File: src/rtl/core/rbes_pkg.sv
// Shared types, constants and saturating helpers for the rigid body Euler step.
// Used by every module of the block; no dependencies of its own.
package rbes_pkg;

    localparam int FRAC_BITS = 16;
    localparam int DT_BITS   = 16;

    // Register reset values in Q format
    localparam logic [63:0] MASS_RST64 = 64'd1 << FRAC_BITS;
    localparam logic [63:0] FC_RST64   = 64'd100 << FRAC_BITS;
    localparam logic [63:0] FG_RST64   = 64'd1 << FRAC_BITS;
    localparam logic [63:0] LIM_RST64  = 64'd10000 << FRAC_BITS;
    localparam logic [31:0] MASS_RST = MASS_RST64[31:0];
    localparam logic [30:0] FC_RST   = (FC_RST64 > 64'h7FFF_FFFF) ? 31'h7FFF_FFFF
                                                                  : FC_RST64[30:0];
    localparam logic [30:0] FG_RST   = FG_RST64[30:0];
    localparam logic [30:0] LIM_RST  = (LIM_RST64 > 64'h7FFF_FFFF) ? 31'h7FFF_FFFF
                                                                   : LIM_RST64[30:0];

    // Configuration register indexes
    localparam logic [1:0] REG_MASS = 2'd0;
    localparam logic [1:0] REG_FC   = 2'd1;
    localparam logic [1:0] REG_FG   = 2'd2;
    localparam logic [1:0] REG_LIM  = 2'd3;

    typedef struct packed {
        logic [31:0] mass;
        logic [30:0] fc;
        logic [30:0] fg;
        logic [30:0] lim;
    } cfg_t;

    typedef enum logic [4:0] {
        OP_NONE,
        OP_LOAD,
        OP_ACC_DIV,
        OP_MUL_ADT,
        OP_ADD_V,
        OP_MUL_FCG,
        OP_FM_CLAMP,
        OP_MUL_FMM,
        OP_MUL_FMDT,
        OP_FM_SET,
        OP_MUL_FMSQ,
        OP_MUL_LIMSQ,
        OP_T_SAVE,
        OP_MUL_VSQ,
        OP_S2_SAVE,
        OP_S2_ADD,
        OP_ZERO_V,
        OP_SQRT,
        OP_MUL_VFM,
        OP_MUL_VLIM,
        OP_SC_DIV,
        OP_SUB_V,
        OP_SET_V,
        OP_MUL_VDT,
        OP_POS_ADD,
        OP_OUT
    } op_t;

    typedef struct packed {
        op_t  op;
        logic axis;
    } cmd_t;

    typedef struct packed {
        logic div_done;
        logic sqrt_done;
        logic s2_lt;
        logic s2_gt;
        logic s2_zero;
        logic gnd;
        logic out_busy;
    } stat_t;

    typedef enum logic [4:0] {
        ST_IDLE,
        ST_ACC_DIV,
        ST_ACC_WAIT,
        ST_ACC_MUL,
        ST_ACC_ADD,
        ST_FM_MUL1,
        ST_FM_SAT1,
        ST_FM_MUL2,
        ST_FM_SAT2,
        ST_FM_MUL3,
        ST_FM_SET,
        ST_T_MUL,
        ST_LIM_MUL,
        ST_T_SAVE,
        ST_SQ_X_MUL,
        ST_SQ_X_SAVE,
        ST_SQ_Y_MUL,
        ST_SQ_Y_ADD,
        ST_DECIDE,
        ST_SQRT_GO,
        ST_SQRT_WAIT,
        ST_SC_MUL,
        ST_SC_DIV,
        ST_SC_WAIT,
        ST_SC_APPLY,
        ST_POS_MUL,
        ST_POS_ADD,
        ST_FIN
    } state_t;

    // Magnitude of a signed word
    function automatic logic [31:0] mag32(input logic signed [31:0] v);
        mag32 = v[31] ? 32'(-v) : 32'(v);
    endfunction

    // Apply a sign to a magnitude and saturate to signed 32 bits
    function automatic logic signed [31:0] sat_apply(input logic neg, input logic [63:0] m);
        logic signed [31:0] r;
        if (neg)
        begin
            r = (m >= 64'h8000_0000) ? 32'sh8000_0000 : 32'(-$signed(m[31:0]));
        end
        else
        begin
            r = (m >= 64'h7FFF_FFFF) ? 32'sh7FFF_FFFF : $signed(m[31:0]);
        end
        sat_apply = r;
    endfunction

    // Saturating signed add or subtract
    function automatic logic signed [31:0] sat_addsub(input logic signed [31:0] a,
                                                     input logic signed [31:0] b,
                                                     input logic sub);
        logic signed [33:0] s;
        s = sub ? (34'(a) - 34'(b)) : (34'(a) + 34'(b));
        if (s > 34'sh7FFF_FFFF)
        begin
            sat_addsub = 32'sh7FFF_FFFF;
        end
        else if (s < -34'sh8000_0000)
        begin
            sat_addsub = 32'sh8000_0000;
        end
        else
        begin
            sat_addsub = s[31:0];
        end
    endfunction

endpackage

File: src/rtl/core/rbes_ctrl.sv
// Sequencer for one frame step: issues datapath commands state by state.
// Depends on rbes_pkg for the state, command and status types.
module rbes_ctrl (
    input  logic             clk,
    input  logic             rst_n,
    input  logic             in_valid,
    output logic             in_stall,
    input  rbes_pkg::stat_t  stat,
    output rbes_pkg::cmd_t   cmd
);
    import rbes_pkg::*;

    state_t state_reg, state_next;
    logic   axis_reg, axis_next;
    logic   fric_reg, fric_next;

    // Next state
    always_comb
    begin
        state_next = state_reg;
        axis_next  = axis_reg;
        fric_next  = fric_reg;
        unique case (state_reg)
            ST_IDLE:
            begin
                if (in_valid)
                begin
                    state_next = ST_ACC_DIV;
                end
            end
            ST_ACC_DIV:   state_next = ST_ACC_WAIT;
            ST_ACC_WAIT:
            begin
                if (stat.div_done)
                begin
                    state_next = ST_ACC_MUL;
                end
            end
            ST_ACC_MUL:   state_next = ST_ACC_ADD;
            ST_ACC_ADD:
            begin
                axis_next = ~axis_reg;
                if (!axis_reg)
                begin
                    state_next = ST_ACC_DIV;
                end
                else if (stat.gnd)
                begin
                    state_next = ST_FM_MUL1;
                    fric_next  = 1'b1;
                end
                else
                begin
                    state_next = ST_LIM_MUL;
                    fric_next  = 1'b0;
                end
            end
            ST_FM_MUL1:   state_next = ST_FM_SAT1;
            ST_FM_SAT1:   state_next = ST_FM_MUL2;
            ST_FM_MUL2:   state_next = ST_FM_SAT2;
            ST_FM_SAT2:   state_next = ST_FM_MUL3;
            ST_FM_MUL3:   state_next = ST_FM_SET;
            ST_FM_SET:    state_next = ST_T_MUL;
            ST_T_MUL:     state_next = ST_T_SAVE;
            ST_LIM_MUL:   state_next = ST_T_SAVE;
            ST_T_SAVE:    state_next = ST_SQ_X_MUL;
            ST_SQ_X_MUL:  state_next = ST_SQ_X_SAVE;
            ST_SQ_X_SAVE: state_next = ST_SQ_Y_MUL;
            ST_SQ_Y_MUL:  state_next = ST_SQ_Y_ADD;
            ST_SQ_Y_ADD:  state_next = ST_DECIDE;
            ST_DECIDE:
            begin
                if (fric_reg)
                begin
                    if (stat.s2_lt || stat.s2_zero)
                    begin
                        state_next = ST_LIM_MUL;
                        fric_next  = 1'b0;
                    end
                    else
                    begin
                        state_next = ST_SQRT_GO;
                    end
                end
                else if (stat.s2_gt)
                begin
                    state_next = ST_SQRT_GO;
                end
                else
                begin
                    state_next = ST_POS_MUL;
                end
            end
            ST_SQRT_GO:   state_next = ST_SQRT_WAIT;
            ST_SQRT_WAIT:
            begin
                if (stat.sqrt_done)
                begin
                    state_next = ST_SC_MUL;
                end
            end
            ST_SC_MUL:    state_next = ST_SC_DIV;
            ST_SC_DIV:    state_next = ST_SC_WAIT;
            ST_SC_WAIT:
            begin
                if (stat.div_done)
                begin
                    state_next = ST_SC_APPLY;
                end
            end
            ST_SC_APPLY:
            begin
                axis_next = ~axis_reg;
                if (!axis_reg)
                begin
                    state_next = ST_SC_MUL;
                end
                else if (fric_reg)
                begin
                    state_next = ST_LIM_MUL;
                    fric_next  = 1'b0;
                end
                else
                begin
                    state_next = ST_POS_MUL;
                end
            end
            ST_POS_MUL:   state_next = ST_POS_ADD;
            ST_POS_ADD:
            begin
                axis_next  = ~axis_reg;
                state_next = axis_reg ? ST_FIN : ST_POS_MUL;
            end
            ST_FIN:
            begin
                if (!stat.out_busy)
                begin
                    state_next = ST_IDLE;
                end
            end
            default:      state_next = ST_IDLE;
        endcase
    end

    // Command outputs
    always_comb
    begin
        cmd.axis = axis_reg;
        cmd.op   = OP_NONE;
        in_stall = 1'b1;
        unique case (state_reg)
            ST_IDLE:
            begin
                in_stall = 1'b0;
                if (in_valid)
                begin
                    cmd.op = OP_LOAD;
                end
            end
            ST_ACC_DIV:   cmd.op = OP_ACC_DIV;
            ST_ACC_MUL:   cmd.op = OP_MUL_ADT;
            ST_ACC_ADD:   cmd.op = OP_ADD_V;
            ST_FM_MUL1:   cmd.op = OP_MUL_FCG;
            ST_FM_SAT1:   cmd.op = OP_FM_CLAMP;
            ST_FM_MUL2:   cmd.op = OP_MUL_FMM;
            ST_FM_SAT2:   cmd.op = OP_FM_CLAMP;
            ST_FM_MUL3:   cmd.op = OP_MUL_FMDT;
            ST_FM_SET:    cmd.op = OP_FM_SET;
            ST_T_MUL:     cmd.op = OP_MUL_FMSQ;
            ST_LIM_MUL:   cmd.op = OP_MUL_LIMSQ;
            ST_T_SAVE:    cmd.op = OP_T_SAVE;
            ST_SQ_X_MUL:
            begin
                cmd.op   = OP_MUL_VSQ;
                cmd.axis = 1'b0;
            end
            ST_SQ_X_SAVE: cmd.op = OP_S2_SAVE;
            ST_SQ_Y_MUL:
            begin
                cmd.op   = OP_MUL_VSQ;
                cmd.axis = 1'b1;
            end
            ST_SQ_Y_ADD:  cmd.op = OP_S2_ADD;
            ST_DECIDE:
            begin
                if (fric_reg && stat.s2_lt)
                begin
                    cmd.op = OP_ZERO_V;
                end
            end
            ST_SQRT_GO:   cmd.op = OP_SQRT;
            ST_SC_MUL:    cmd.op = fric_reg ? OP_MUL_VFM : OP_MUL_VLIM;
            ST_SC_DIV:    cmd.op = OP_SC_DIV;
            ST_SC_APPLY:  cmd.op = fric_reg ? OP_SUB_V : OP_SET_V;
            ST_POS_MUL:   cmd.op = OP_MUL_VDT;
            ST_POS_ADD:   cmd.op = OP_POS_ADD;
            ST_FIN:
            begin
                if (!stat.out_busy)
                begin
                    cmd.op = OP_OUT;
                end
            end
            default:
            begin
                cmd.op = OP_NONE;
            end
        endcase
    end

    always_ff @(posedge clk or negedge rst_n)
    begin
        if (!rst_n)
        begin
            state_reg <= ST_IDLE;
            axis_reg  <= 1'b0;
            fric_reg  <= 1'b0;
        end
        else
        begin
            state_reg <= state_next;
            axis_reg  <= axis_next;
            fric_reg  <= fric_next;
        end
    end

endmodule

File: config.mk
export PLATFORM = sky130hd
export DESIGN_NAME = rbes_ctrl
export DESIGN_NICKNAME = d
export VERILOG_FILES = /design/src/rtl/core/rbes_pkg.sv /design/src/rtl/core/rbes_ctrl.sv
export SDC_FILE = /design/constraint.sdc
export NUM_CORES = 1
export LEC_CHECK = 0
export ABC_AREA = 1
export BUFFER_PORTS_ARGS = -buffer_cell sky130_fd_sc_hd__buf_2
export CAP_MARGIN = 20
export CORE_MARGIN = 5
export CORE_UTILIZATION = 57
export CTS_CLUSTER_DIAMETER = 40
export DETAILED_ROUTE_END_ITERATION = 10
export PLACE_DENSITY_LB_ADDON = 0.05
export SLEW_MARGIN = 20
export SYNTH_ARGS = -nofsm -noshare
export SYNTH_HDL_FRONTEND = slang
export SYNTH_SLANG_ARGS = --single-unit
File: constraint.sdc
create_clock -name clk -period 1.8 [get_ports clk]
set_clock_uncertainty 0.1 [all_clocks]
set_input_delay 0.36 -clock clk [delete_from_list [all_inputs] [get_ports clk]]
set_output_delay 0.36 -clock clk [all_outputs]
set_load 0.02 [all_outputs]
=== Yosys cells after proc, flatten, opt, wreduce, memory -nomap -nowiden ===
Cells that the tools add are included.

* Bitwise logic cells: 1
* Reductions and logical operators: 10
* Mux-type cells: 28
* Equality and inequality tests: 34

{| class="wikitable"
|+ Operators with widths
! cell !! count
|-
| 5-bit case mux with 27 select lines || 1
|-
| 5-bit case mux with 23 select lines || 1
|-
| 5-bit == test, second input constant || 12
|-
| 5-bit two-way mux || 11
|-
| 5-bit by 4-bit == test with 1-bit output, second input constant || 8
|-
| 5-bit by 3-bit == test with 1-bit output, second input constant || 4
|-
| 2-bit inequality test, second input constant || 7
|-
| 4-bit two-way mux || 3
|-
| 5-bit by 2-bit == test with 1-bit output, second input constant || 2
|-
| 1-bit two-way mux || 8
|-
| 2-bit OR reduction || 3
|-
| 5-bit by 1-bit == test with 1-bit output, second input constant || 1
|-
| 5-bit logical NOT || 1
|-
| 5-bit AND reduction || 1
|-
| 2-bit two-way mux || 2
|-
| 1-bit case mux with 3 select lines || 1
|-
| 3-bit AND reduction || 1
|-
| 3-bit nonzero test || 1
|-
| 3-bit OR reduction || 1
|-
| 1-bit case mux with 2 select lines || 1
|-
| 1-bit logical AND || 1
|-
| 1-bit logical OR || 1
|-
| 1-bit inverter || 1
|}

* Register bits after elaboration: 7
* Output and inout bits: 7
* Input bits: 10

=== Logic depth before layout (Yosys ltp) ===
Gate-level depths: netlist (run 1).

* Depth after elaboration: 4
* Depth in mapped cells: 11
* Gate-level depth less buffers: 10

=== Worst setup path after synthesis (run 1) ===
No wires, ideal clock.

* Path kind: register to output
* Start: register state_reg[1]
* End: output port cmd[1] (netlist name)
* Slack: 0.011 ns
* Data arrival time: 1.329 ns
* Cell stages (with the launch flop): 9
* Path through: dfrtp_1 buf_6 nor2_8 nand2_4 nor2_2 inv_1 o22ai_1 inv_1 nand4_1

{| class="wikitable"
|+ RTL lines
! element !! RTL line !! source
|-
| start: declaration || rbes_ctrl.sv:13 || <nowiki>state_t state_reg, state_next;</nowiki>
|-
| start signal: assignment || rbes_ctrl.sv:221 || <nowiki>state_reg <= state_next;</nowiki>
|-
| end: declaration || rbes_ctrl.sv:9 || <nowiki>output rbes_pkg::cmd_t cmd</nowiki>
|}

==> results.txt, run 1 <==
----------------------------------------------------
[Detailed routing]
  Detailed-route wire length ... around 6500 um
  Drt wl/cell ... between 20 and 25 um
  Number of vias per cell after detailed routing ... 6.95
  Post-Route M1 WL ... 2050 um
  Initial detailed-routing violation count ... 335
  Routed via count ... roughly 2000
  Detail Route Antenna Nets ... 0
  Uppermost layer routed ... met4
  Drt drc ... 9
  Drt pass-1 iters ... 11
  Routed length on met3 ... between 900 and 1000 um
  DR WL met2 ... roughly 2800 um

[Power]
  Leakage power summed over all cells ... between 0.001 and 0.0015 uW
  PD cells ... 1720 nW/um2
  Maximum resistive drop on vdd ... approximately 1800 uV
  Total power ... 3160 uW

[Clock network]
  Number of buffers on the longest clock path ... 2
  Clock transition at path regs ... roughly 70 ps
  Deepest level of the CTS H-tree ... 1
  Clock tree from TritonCTS ... yes
  Sinks on the clock net ... 7
  Number of buffers created by CTS ... 3
  Clock Tree Root ... clkbuf_4
  Insertion delay of the later-clocked pin in the worst-skew pair ... around 280 ps

[Final layout]
  Diodes inserted ... 0
  Number of nets in the final layout ... between 200 and 300
  Number of flip-flops in the largest register ... 5
  Count of fill cells added during filler insertion ... 73
  Layout area overhead ... 55.9%
  Final std cell area, no fill ... 1840 um2
  Count of non-filler cells in the finished layout ... ~290
  Ratio of cells with drive above 1 in the final layout ... about half

[Floorplanning]
  Area of the core region ... 1960 um2
  Number of ports placed on the die boundary ... 17
  Die Wd ... approximately 55 um
  FP Rows ... 16
  Die Area ... ~3100 um2
  Effective utilization at floorplan ... about three fifths
  Die Ht ... 55.5 um

[Status]
  Violated checks ... design-rule violations, negative setup slack
  Status ... finished with violations

[GRT]
  Via count of the first global-routing pass ... 1557
  Total global routing track utilization ... roughly 28%
  Maximum number of pins on one net before global-route repair ... 10
  First-pass GRT wire length ... 6960 um
  Number of antenna violations at the first check in global routing ... 0
  Aggregate global routing overflow ... 0

[Critical path]
  Req. time, crit path ... 1340 ps
  Most Frequent Cell on Critical Path ... buf_4
  Largest driver fanout on the critical path ... 4
  Worst setup path endpoint ... cmd[1]
  List of cells traversed by the critical path ... inv_2, nor2_1, nand2_1, nor3_1, buf_4, a21oi_1, nand4_1, buf_4
  Crit. Startpoint ... state_reg[3]
  Data arrival time of the critical path ... roughly 1900 ps
  Slowest cell on the critical path ... dfrtp_2
  Delay of the slowest critical-path stage ... 430 ps
  Nature of the critical path endpoint ... primary output
  Critical path buffer and inverter count ... 3
  Critical register-to-register path startpoint ... state_reg[0]
  Crit Reg-Reg Endpoint ... state_reg[0]
  Kind of cell with the highest combined delay on the critical path ... simple AND/OR/NAND/NOR gates
  Depth of the worst register-to-register path ... 12
  Reg2Reg Setup Slack ... -290 ps
  Number of cells on the critical path ... 8
  Worst Setup Path Type ... reg2out
  Startpoint type of the worst setup path ... flip-flop

[Timing]
  Share of the clock period used by the worst path ... 133%
  Highest clock frequency the design can meet ... around 420 MHz
  Final period demand of the worst path ... approximately 2400 ps
  Worst setup slack after layout ... -592 ps
  Unrepaired setup endpoints after global routing ... yes
  Max-Slew Margin vs Limit ... between 80% and 90%
  Final number of max-transition violations ... 0
  Final-report setup violation count ... 13
  Slew of the pin with the lowest slew margin ... around 290 ps
  Post-route worst hold slack ... ~340 ps
  Number of hold-slack violations in the final timing report ... 0

[Placed design]
  RD Place Congestion ... 1.01
  DP Worst Slack ... -72.1 ps
  Number of placed cells counting well taps ... approximately 280
  Placed cell area ... roughly 1600 um2
  Count of buffers from port buffering ... 16
  Hpwl dp ... 3380 um

[Yosys]
  Average footprint of a synthesized cell ... 5.96 um2
  Seq/Total Area, Yosys ... roughly 15%
  Total nets after synthesis ... between 200 and 250
  Unique cell type count in the Yosys netlist ... 30
  Syn. warnings ... 0
  Cell count after synthesis ... 198
  Number of synthesized register bits ... 7
  Synthesized area ... 1180 um2

[Job]
  Number of max-capacitance violations reported ... 0

[Hold path]
  Worst hold-check path type ... in2async

----------------------------------------------------
## worst reg2reg max path: cells and delay by family, from the launching register on
family | cells | cell delay [ps]
buf+inv | 4 | 480
flops | 1 | 440
simple gates | 8 | 960
## metal layers
| metal | vias up | track usage [%] |
|---|---|---|
| li1 | 781 | - |
| met3 | 103 | 5.59 |
| met4 | 0 | 16.0 |
| met5 | - | 0 |
| met2 | 273 | 46.3 |
| met1 | 851 | 33.1 |
## what timing repair did
| action | 4_1_cts | 5_1_grt |
|---|---|---|
| hold buffers | 1 | 0 |
| endpoints found under the setup margin | 8 | 13 |
| buffers inserted | 1 | 5 |
| endpoints found under the hold margin | 7 | 0 |
| pin swaps | 4 | 16 |
| gates resized for setup | 11 | 36 |
| cloned | 0 | 1 |
## cell usage in the layout (no fill, tap or decap), drive strengths merged
master and count:
nand3 28, and3 1, o2111ai 1, nor3b 1
inv 21, buf 61, clkbuf 4, o211ai 1
a21oi 7, nand4 5, nor3 5, nand3b 1
clkinv 1, xor2 1, nor2 47, nand2 62
o22ai 1, o21ai 6, dfrtp 7, dlygate4sd3 1
## cells by family after synthesis
group / Yosys count / share of synthesized area [%]
and+or+nand+nor: 150 / 66.7
buffers and inverters: 24 / 9.65
AOI/OAI and AO/OA: 16 / 8.06
DFF: 7 / 14.8
xor gates and xnor gates: 1 / 0.742
## worst min-delay path by stage
stage	to	slack (ps)	cells past startpoint
after CTS	state_reg[3]	300	3
after global routing	state_reg[3]	350	3
after floorplan	axis_reg	-40	0
final	state_reg[0]	340	2
after global placement	axis_reg	100	1
after detailed placement	axis_reg	110	1
## cell usage after synthesis
cell type | number | area share (%)
a21oi_1 | 5 | 2.1
a21oi_2 | 2 | 1.5
and3_1 | 1 | 0.53
buf_4 | 1 | 0.64
buf_6 | 2 | 1.9
dfrtp_1 | 7 | 15
inv_1 | 14 | 4.5
inv_2 | 5 | 1.6
inv_4 | 2 | 1.1
nand2_1 | 55 | 17
nand2_2 | 2 | 1.1
nand2_4 | 5 | 4.8
nand3_1 | 24 | 10
nand3_2 | 1 | 0.85
nand3_4 | 3 | 4.5
nand3b_1 | 1 | 0.64
nand4_1 | 5 | 2.7
nor2_1 | 36 | 11
nor2_2 | 7 | 3.7
nor2_4 | 2 | 1.9
nor2_8 | 2 | 3.4
nor3_1 | 4 | 1.7
nor3_2 | 1 | 0.85
nor3b_2 | 1 | 1.1
o2111ai_1 | 1 | 0.74
o211ai_1 | 1 | 0.64
o21ai_0 | 4 | 1.7
o21ai_1 | 2 | 0.85
o22ai_1 | 1 | 0.53
xor2_1 | 1 | 0.74
## power breakdown
group | internal (uW) | switching (uW)
Clock | 82.2 | 77.0
Combinational | 989 | 1650
Sequential | 238 | 130
## area by class of cell
cell class	instances	area (um2)	area share, %
clock buffer	3	22.5	1.22
clock inverter	1	5.00	0.272
inverter	21	88.8	4.83
multi-input combinational	167	1000	54.5
sequential	7	181	9.86
tap	27	33.8	1.84
timing repair buffer	63	505	27.5
## through the flow
| stage | util (%) | TNS (ps) |
|---|---|---|
| 2_1_floorplan | - | 0 |
| 3_3_place_gp | 80.6 | -54.2 |
| 3_5_place_dp | 80.6 | -202 |
| 4_1_cts | 84.4 | -1800 |
| 5_1_grt | 93.8 | -4050 |
| 6_report | 93.8 | -3870 |
No activity file was read; power rests on OpenSTA's default activity.
==> run 2: changes to the inputs <==
- CORE_MARGIN: 5 -> default
- SKIP_CTS_REPAIR_TIMING: default -> 1
==> results.txt, run 2 (synthesis gave the netlist of run 1 again) <==
----------------------------------------------------
[Critical path]
  Nature of the critical path endpoint ... primary output
  List of cells traversed by the critical path ... inv_2, nand2_4, nor2_2, nor2_1, nand2_1, nor2_1, o2111ai_1, buf_4
  Largest driver fanout on the critical path ... 6
  Delay of the slowest critical-path stage ... about 470 ps
  Data arrival time of the critical path ... between 1500 and 2000 ps
  Worst Setup Path Type ... reg2out
  Req. time, crit path ... approximately 1300 ps
  Startpoint type of the worst setup path ... flip-flop
  Most Frequent Cell on Critical Path ... nor2_1
  Slowest cell on the critical path ... dfrtp_2

[Timing]
  Final period demand of the worst path ... approximately 2200 ps
  Number of hold-slack violations in the final timing report ... 0
  Summed negative setup slack over all endpoints ... -2200 ps
  Final-report setup violation count ... 8
  Final number of max-transition violations ... 0
  Post-route worst hold slack ... roughly 300 ps
  Unrepaired setup endpoints after global routing ... yes
  Max-Slew Margin vs Limit ... roughly 82%
  Slew of the pin with the lowest slew margin ... roughly 270 ps
  Worst setup slack after layout ... -369 ps
  Highest clock frequency the design can meet ... between 400 and 500 MHz
  Share of the clock period used by the worst path ... 121%

[GRT]
  Via count of the first global-routing pass ... ~1300
  Maximum number of pins on one net before global-route repair ... 10
  Met2 GRT Util ... a little under three fifths
  GRT Max-Usage Layer ... met2
  Met1 Use GR ... between 40% and 50%
  Met3 Usage GRT ... 6.04%
  Number of antenna violations at the first check in global routing ... 0
  Total global routing track utilization ... between 30% and 40%
  Aggregate global routing overflow ... 0
  First-pass GRT wire length ... 5590 um

[Floorplanning]
  Die Area ... ~2300 um2
  Number of ports placed on the die boundary ... 17
  FP Rows ... 16
  Area of the core region ... about 2000 um2
  Die Wd ... 47.5 um
  Die Ht ... between 40 and 50 um
  Effective utilization at floorplan ... around 60%

[Power]
  Maximum resistive drop on vdd ... around 1300 uV
  Logic pwr share ... 82.3%
  Part of the power in registers ... 12.2%
  PD cells ... 1630 nW/um2
  Sw Ratio ... 55.0%
  Portion of total power attributed to the clock network ... under 10%
  Int Power ... 1270 uW
  Leakage power summed over all cells ... about 0.00095 uW
  Switching power summed over all nets ... 1550 uW

[Job]
  Number of max-capacitance violations reported ... 0

[Final layout]
  Number of nets in the final layout ... around 260
  Count of fill cells added during filler insertion ... 110
  Layout area overhead ... 46.6%
  Multi-input logic area ... around 980 um2
  Seq. cell area ... between 150 and 200 um2
  Most frequent cells in the layout ... 49 x nand2_1, 36 x buf_4, 26 x nor2_1
  Diodes inserted ... 0
  Commonest non-fill, non-tap cell in the layout ... nand2_1
  Ratio of cells with drive above 1 in the final layout ... 45.8%
  Number of flip-flops in the largest register ... 5

[Detailed routing]
  Number of vias per cell after detailed routing ... between 6 and 7
  Detail Route Antenna Nets ... 0
  Routed via count ... 1702
  Drt wl/cell ... roughly 16 um
  Initial detailed-routing violation count ... approximately 170
  Drt pass-1 iters ... 5
  Drt drc ... 0
  Detailed-route wire length ... ~4500 um

[Clock network]
  Sinks on the clock net ... 7
  Number of buffers on the longest clock path ... 2
  Deepest level of the CTS H-tree ... 1
  Clock Tree Root ... clkbuf_4
  Number of buffers created by CTS ... 3
  Clock tree from TritonCTS ... yes
  Insertion delay of the later-clocked pin in the worst-skew pair ... approximately 270 ps
  Clock transition at path regs ... ~60 ps

[Placed design]
  Hpwl dp ... 3150 um
  RD Place Congestion ... between 1 and 1.5
  DP Worst Slack ... -233 ps
  Count of buffers from port buffering ... 16

[Status]
  Status ... finished with violations
  Violated checks ... negative setup slack

[Hold path]
  Worst hold-check path type ... in2reg

----------------------------------------------------
==> run 2: cell count changes in the layout (fill, tap and decap cells not counted), moves of 2 or more <==
| cell | before | now |
|---|---|---|
| buf_4 | 44 | 36 |
| a21oi_1 | 2 | 4 |
| a21oi_2 | 5 | 3 |
| dfrtp_1 | 2 | 4 |
| dfrtp_2 | 5 | 3 |
| nand2_2 | 6 | 8 |
| nand3_4 | 5 | 3 |
| nor2_4 | 7 | 5 |
==> run 2: through the flow <==
| stage | cell area (um2) | total power [uW] | utilization (%) | cells |
|---|---|---|---|---|
| 6_report | 1730 | 2820 | 88.1 | 280 |
| 5_1_grt | 1730 | 2970 | 88.1 | 280 |
| 4_1_cts | 1590 | 2440 | 80.9 | 278 |
| 3_5_place_dp | 1560 | 2280 | 79.5 | 274 |
| 3_3_place_gp | 1560 | 2230 | 79.5 | 274 |
| 2_1_floorplan | 1180 | 1530 | - | 198 |
==> run 2: layout make-up <==
| type | instances | share of cell area (%) |
|---|---|---|
| Clock inverter | 1 | 0.289 |
| Inverter | 21 | 5.28 |
| Sequential cell | 7 | 10.3 |
| Clock buffer | 3 | 1.30 |
| Multi-Input combinational cell | 167 | 56.5 |
| Timing Repair Buffer | 54 | 24.3 |
| Tap cell | 27 | 1.95 |
==> run 2: per-layer routing <==
metal,share of wire (%),wire (um)
met1,37,1660
met2,46,2070
met3,12,523
met4,5.9,266
met5,0,0
==> run 2: final timing paths <==
path / from / to / slack (ps) / cells past startpoint
worst max-delay path: state_reg[2] / cmd[2] / -370 / 8
worst min-delay path: stat[0] / state_reg[3] / 300 / 3
worst max register to register: state_reg[1] / state_reg[2] / -90 / 11
worst min register to register: axis_reg / axis_reg / 500 / 1
max in group asynchronous: rst_n / state_reg[1] / 1070 / 2
min in group asynchronous: rst_n / state_reg[0] / 350 / 2
==> run 2: critical path, delay by kind of cell, from the launching register on <==
| family | cells | cell delay, ps |
|---|---|---|
| simple gates | 5 | 570 |
| buf+inv | 2 | 280 |
| flops | 1 | 470 |
| compound gates | 1 | 120 |
==> run 2: power by group through the flow <==
stage / Sequential, uW / Combinational, uW / Clock, uW
6_report: 344 / 2320 / 154
5_1_grt: 353 / 2450 / 167
4_1_cts: 318 / 1970 / 150
3_5_place_dp: 320 / 1960 / 0
3_3_place_gp: 316 / 1910 / 0
2_1_floorplan: 307 / 1220 / 0
